<file path="config.mk">
export PLATFORM = sky130hd
export DESIGN_NAME = ecbe_arith
export DESIGN_NICKNAME = d
export VERILOG_FILES = /design/src/rtl/equal_count_bin_edges_top_assert.svh /design/src/rtl/ecbe_pkg.sv /design/src/rtl/ecbe_arith.sv
export SDC_FILE = /design/constraint.sdc
export NUM_CORES = 1
export LEC_CHECK = 0
export BUFFER_PORTS_ARGS = -buffer_cell sky130_fd_sc_hd__buf_2
export CELL_PAD_IN_SITES_DETAIL_PLACEMENT = 0
export CELL_PAD_IN_SITES_GLOBAL_PLACEMENT = 1
export CORE_MARGIN = 1
export CORE_UTILIZATION = 40
export DETAILED_ROUTE_END_ITERATION = 16
export PLACE_DENSITY = 0.76
export RECOVER_POWER = 25
export SETUP_SLACK_MARGIN = 0.2
export SLEW_MARGIN = 20
export SYNTH_ARGS = -nofsm -noshare
export SYNTH_HDL_FRONTEND = slang
export SYNTH_SLANG_ARGS = --single-unit
</file>
<file path="constraint.sdc">
create_clock -name clk -period 11.4 [get_ports clk]
set_input_delay 1.14 -clock clk [delete_from_list [all_inputs] [get_ports clk]]
set_output_delay 1.14 -clock clk [all_outputs]
set_load 0.005 [all_outputs]
</file>
<file path="src/rtl/equal_count_bin_edges_top_assert.svh">
// Assertion macros for the equal-count bin edge block.
`ifndef EQUAL_COUNT_BIN_EDGES_TOP_ASSERT_SVH
`define EQUAL_COUNT_BIN_EDGES_TOP_ASSERT_SVH

`ifndef ASSERT_OFF
`define ECBE_ASSERT_IMP(lbl, clk, rst, ante, cons) \
  lbl: assert property (@(posedge clk) disable iff (rst) (ante) |-> (cons)) \
    else $error("ecbe assertion failed");
`define ECBE_ASSERT_NXT(lbl, clk, rst, ante, cons) \
  lbl: assert property (@(posedge clk) disable iff (rst) (ante) |=> (cons)) \
    else $error("ecbe assertion failed");
`else
`define ECBE_ASSERT_IMP(lbl, clk, rst, ante, cons)
`define ECBE_ASSERT_NXT(lbl, clk, rst, ante, cons)
`endif

`endif

</file>
<file path="src/rtl/ecbe_pkg.sv">
// Shared types and constants of the equal-count bin edge block.
`timescale 1ns / 1ps

package ecbe_pkg;

  localparam int CNT_W  = 32;
  localparam int TGT_W  = 6;
  localparam int EDGE_W = 11;

  localparam int MAX_FINE_BINS_DEF   = 1024;
  localparam int MAX_TARGET_BINS_DEF = 32;

  localparam logic [TGT_W-1:0] TARGET_RESET = 6'd3;

  typedef struct packed {
    logic [CNT_W-1:0] bin_count;
    logic             last_bin;
  } ecbe_bin_t;

  typedef struct packed {
    logic [EDGE_W-1:0] edge_offset;
    logic              last_edge;
  } ecbe_result_t;

  typedef enum logic [2:0] {
    ST_IDLE,
    ST_EDGE0,
    ST_KINIT,
    ST_READ,
    ST_MUL,
    ST_CMP,
    ST_KEND,
    ST_LAST
  } ecbe_state_t;

  typedef struct packed {
    logic mul_en;
    logic sel_best;
  } ecbe_arith_ctrl_t;

  typedef struct packed {
    logic better;
    logic reach;
  } ecbe_arith_stat_t;

endpackage

</file>
<file path="src/rtl/ecbe_arith.sv">
// Shared arithmetic unit: scaled-sum multiply, distance to goal and compare.
`timescale 1ns / 1ps

module ecbe_arith #(
  parameter int SUM_W = 42,
  parameter int PW    = SUM_W + ecbe_pkg::TGT_W
) (
  input  logic                         clk,
  input  ecbe_pkg::ecbe_arith_ctrl_t   ctrl,
  input  logic [ecbe_pkg::TGT_W-1:0]   target,
  input  logic [SUM_W-1:0]             rdata,
  input  logic [PW-1:0]                fbest,
  input  logic [PW-1:0]                goal,
  input  logic [PW-1:0]                bestd,
  input  logic                         bestv,
  output logic [PW-1:0]                prod,
  output logic [PW-1:0]                delta,
  output ecbe_pkg::ecbe_arith_stat_t   stat
);

  logic [PW-1:0] opnd;

  always_ff @(posedge clk) begin
    if (ctrl.mul_en) begin
      prod <= PW'(rdata) * PW'(target);
    end
  end

  always_comb begin
    opnd        = ctrl.sel_best ? fbest : prod;
    stat.reach  = (opnd >= goal);
    delta       = stat.reach ? (opnd - goal) : (goal - opnd);
    stat.better = !bestv || (delta < bestd);
  end

endmodule

</file>
* After elaboration in Yosys (flattened, before gate mapping)
Cells that the tools add are included. Widths: inputs -> output; s select.
Cells by class: $add $sub $neg 2, multiply operators 1, divide/modulo/power cells 0, order comparisons 2, eq/ne operators 0, shift-type cells 0, multiplexer cells 2, bitwise gates (word level) 0, reductions and logical operators 2
Operators with widths (number):
- $mux 48 | 2
- $sub 48x48->48 | 2
- $ge 48x48->1 | 1
- $lt 48x48->1 | 1
- $mul 42x6->48 | 1
- $logic_not 1->1 | 1
- $logic_or 1x1->1 | 1
Storage, ports and cells: register bits after elaboration 48, bits in latches 0, bits in writable memories 0, memory bits (read-only) 0, input bits 196, memories kept 0

* Logic depth before layout (Yosys ltp)
depth after elaboration 5, mapped depth 28, gate-level depth less buffers 24

* Worst setup path before layout
OpenSTA, ideal clock, no wires.
path kind input port to output port, start in ctrl[0] (netlist bit), end out stat[1] (netlist bit), arrival 6234 ps, setup slack 4026 ps, stages 26, cell sequence clkbuf_1 -> buf_1 -> buf_1 -> mux2i_1 -> inv_1 -> ha_1 -> buf_2 -> nand4_1 -> nor2_2 -> nand2_1 -> a21oi_2 -> o21ai_1 -> a31oi_1 -> buf_6 -> buf_2 -> mux2_2 -> ha_1 -> a21boi_0 -> o21a_1 -> o21a_1 -> o21a_1 -> o21ai_0 -> nand2b_1 -> a2111oi_0 -> nor4_1 -> a211oi_1
RTL lines:
- from (decl) | line ecbe_arith.sv:9 | input ecbe_pkg::ecbe_arith_ctrl_t ctrl,
- to (decl) | line ecbe_arith.sv:18 | output ecbe_pkg::ecbe_arith_stat_t stat

==> summary.txt <==
Outcome
  • Outcome: finished, violations left
  • Violated checks: capacitance limit, slew limit

Logic synthesis
  • Post-synth EDFFs: 48
  • Asr flop ratio synth: 0%
  • Dominant synthesized flop cell: edfxtp_1
  • Cell area after synthesis: approximately 16000 µm²
  • Synth top area cells: fa_1 20%, ha_1 15%, edfxtp_1 8.8%, inv_1 7.1%, nand2_1 7.0%
  • Most numerous cell in the Yosys netlist: inv_1
  • Mean post-synth cell area: roughly 7.9 µm²
  • Mapped Nets: 2613
  • Sequential area share after synthesis: a little under 9%
  • Synthesis-stage register bit count: 48
  • Leading area contributor after synthesis: fa_1
  • Top cells by count, synth: 306 x inv_1, 305 x nand2_1, 198 x ha_1
  • Post-synth cell types: 80
  • Synth top area share: around a fifth
  • Post-Synthesis Cells: just over 2000
  • Yosys warns: 0

Die
  • Area of the core: between 30000 and 40000 µm²
  • Die Width: between 200 and 250 µm
  • I/O pin count: around 290
  • Die Area: 41540 µm²
  • Initial core utilization: 40.82%
  • Row count: 73
  • Die Height: slightly above 200 µm

Routing
  • Routed via count: 15150
  • Routed length per instance: around 18 µm
  • DR iter-0 viols: 980
  • Total wire length: just over 50000 µm
  • TritonRoute pass-1 iters: 5
  • Residual DRC count: 0
  • Vias per inst: 5.419
  • Post-route ant nets: 0

Clocking
  • # Post-CTS Setup Buffers: 0
  • H-tree depth: 2
  • Num CTS Buffers: 5
  • # clock sinks: 48
  • Reg clk slew, reported paths: around 60 ps
  • Hold Buf Count CTS: 0
  • CTS tree: done
  • CTS root buf: clkbuf_16
  • Max clock buf depth: 2
  • Post_cts resized: 0

Critical path
  • Crit path capture type: output port
  • Critical Path RT: approximately 10000 ps
  • CP Class: primary input to output port
  • Critical Path Start Type: primary input
  • Max Fanout on Critical Path: 57
  • Crit path DAT: between 7000 and 8000 ps

Global routing
  • Largest net degree at the start of global routing: 58
  • First-pass GRT wire length: roughly 80000 µm
  • Initial antenna violation count: 2
  • Tot GR Track Use: 24.07%
  • Gr ovfl total: 0
  • Number of global-route vias before repair: 14830

Placement
  • Worst slack, placed: about 2900 ps
  • IO buf count: between 200 and 300
  • Post-DP HPWL: between 40000 and 50000 µm
  • Routability congestion estimate: a little over 0.9

Cells and area
  • Net total in the final layout: about 2800
  • Multi-input gate area: between 10000 and 15000 µm²
  • Fin util: between 40% and 50%
  • Syn-to-layout area delta: 11.22%
  • Max reg flops: 48
  • Reg area: 1441 µm²
  • Largest Register: prod
  • Fill count: slightly above 4000
  • Fraction of layout cells with a size suffix above 1: about 14%
  • Regs by FF count: prod (48)

STA
  • Max Fclk: approximately 0.12 GHz
  • Slew Limit Fails: 92
  • Final Setup Violations: 0
  • Setup ws final: 2884 ps
  • Slew margin rel.: -68.96%
  • Worst Tran Pin Value: 2534 ps
  • Final Hold Fails: 0
  • Min Hold Slack: 1198 ps
  • Min Tclk post-route: 8516 ps
  • Period Utilization, post-route: approximately three quarters
  • RSZ-0062 raised after global routing: false
  • Setup TNS: 0 ps

Pwr
  • Sw Share: a little over half
  • Clk network pwr share: under 10%
  • Power per cell area: about 200 nW/µm²
  • Gate power share: between 80% and 90%
  • Peak supply drop: 80.75 µV
  • Net Switching: 0.001982 W
  • Static leakage power: 9.311 nW
  • Register share of total power: 11.2%
  • Internal: 0.001699 W

Job
  • Max Cap Viol: 2

Min path
  • Hold path cells: 2
  • Endpoint, Worst Hold: prod[0]$_DFFE_PP_
  • Hold wc startpoint: rdata[0]
  • Worst Hold Class: primary input to flop
==> worst max-delay path by stage <==
stage | endpoint | slack (ps) | from | cells past startpoint
after floorplan | stat[1] | 4030 | ctrl[0] | 26
after global placement | stat[1] | 2920 | ctrl[0] | 24
after CTS | stat[1] | 2940 | ctrl[0] | 24
after global routing | stat[1] | 2290 | ctrl[0] | 24
after detailed placement | stat[1] | 2930 | ctrl[0] | 24
final | stat[1] | 2880 | ctrl[0] | 24
==> stage by stage <==
step / power, W / instance area [µm²] / cells
floorplan: 0.002558 / 16290 / 2056
global placement: 0.003483 / 17980 / 2786
detailed placement: 0.003510 / 17980 / 2786
CTS: 0.003694 / 18150 / 2794
global route: 0.004058 / 18120 / 2796
finish: 0.003681 / 18120 / 2796
==> placed cells by master, fill, tap and decap left out, types with 32 or more instances in the layout <==
cell type and count:
o21bai_1 33, a21o_1 81, buf_2 266, mux2i_1 67, and2_1 32, edfxtp_1 48, o21ai_0 86, nor2_1 75
nand2_1 305, fa_1 163, inv_1 306, nand4_1 43, a21oi_1 182, xnor2_1 55, ha_1 198
==> routing by layer <==
| layer | routed length (µm) | track usage, % | vias up | share of wire (%) |
|---|---|---|---|---|
| met5 | 0 | 0 | - | 0 |
| met4 | 917 | 5.451 | 0 | 1.8 |
| met3 | 1947 | 1.052 | 49 | 3.8 |
| met2 | 23040 | 39.15 | 404 | 45 |
| met1 | 24980 | 35.12 | 7328 | 49 |
| li1 | - | - | 7371 | - |
==> power groups by stage <==
stage	combinational (W)	sequential [W]	clock (W)
floorplan	0.00216	0.000394	0
global placement	0.00307	0.000418	0
detailed placement	0.00309	0.000417	0
CTS	0.00311	0.000413	0.000173
global route	0.00346	0.000422	0.000179
finish	0.00310	0.000414	0.000167
==> logic make-up after synthesis <==
family	share of synthesized area [%]
and+or+nand+nor	15.80
AOI/OAI and AO/OA	21.26
buffers and inverters	9.953
adders and majority gates	35.24
xor gates and xnor gates	4.516
muxes	4.393
DFF	8.847
==> layout make-up <==
type / count / share of cell area, %
Inverter: 306 / 6.339
Antenna cell: 2 / 0.02762
Timing Repair Buffer: 295 / 8.058
Tap cell: 525 / 3.625
Sequential cell: 48 / 7.955
Multi-Input combinational cell: 1612 / 73.09
Clock buffer: 6 / 0.7112
Clock inverter: 2 / 0.1933
==> critical path, cell delays in order <==
cell	delay (ps)
buf_2	70
buf_4	640
mux2i_1	550
inv_1	90
ha_1	530
nand2_1	180
o21ai_0	350
a21oi_1	190
nor2_1	140
a21oi_1	70
a31oi_4	520
buf_12	350
mux2_2	390
ha_1	260
a21boi_0	120
o21a_1	180
o21a_1	160
o21a_1	160
o21ai_0	150
nand2b_1	70
a2111oi_0	400
nor4_1	150
a211oi_1	230
buf_2	150
Note: power is estimated with default switching activity, not from simulation.
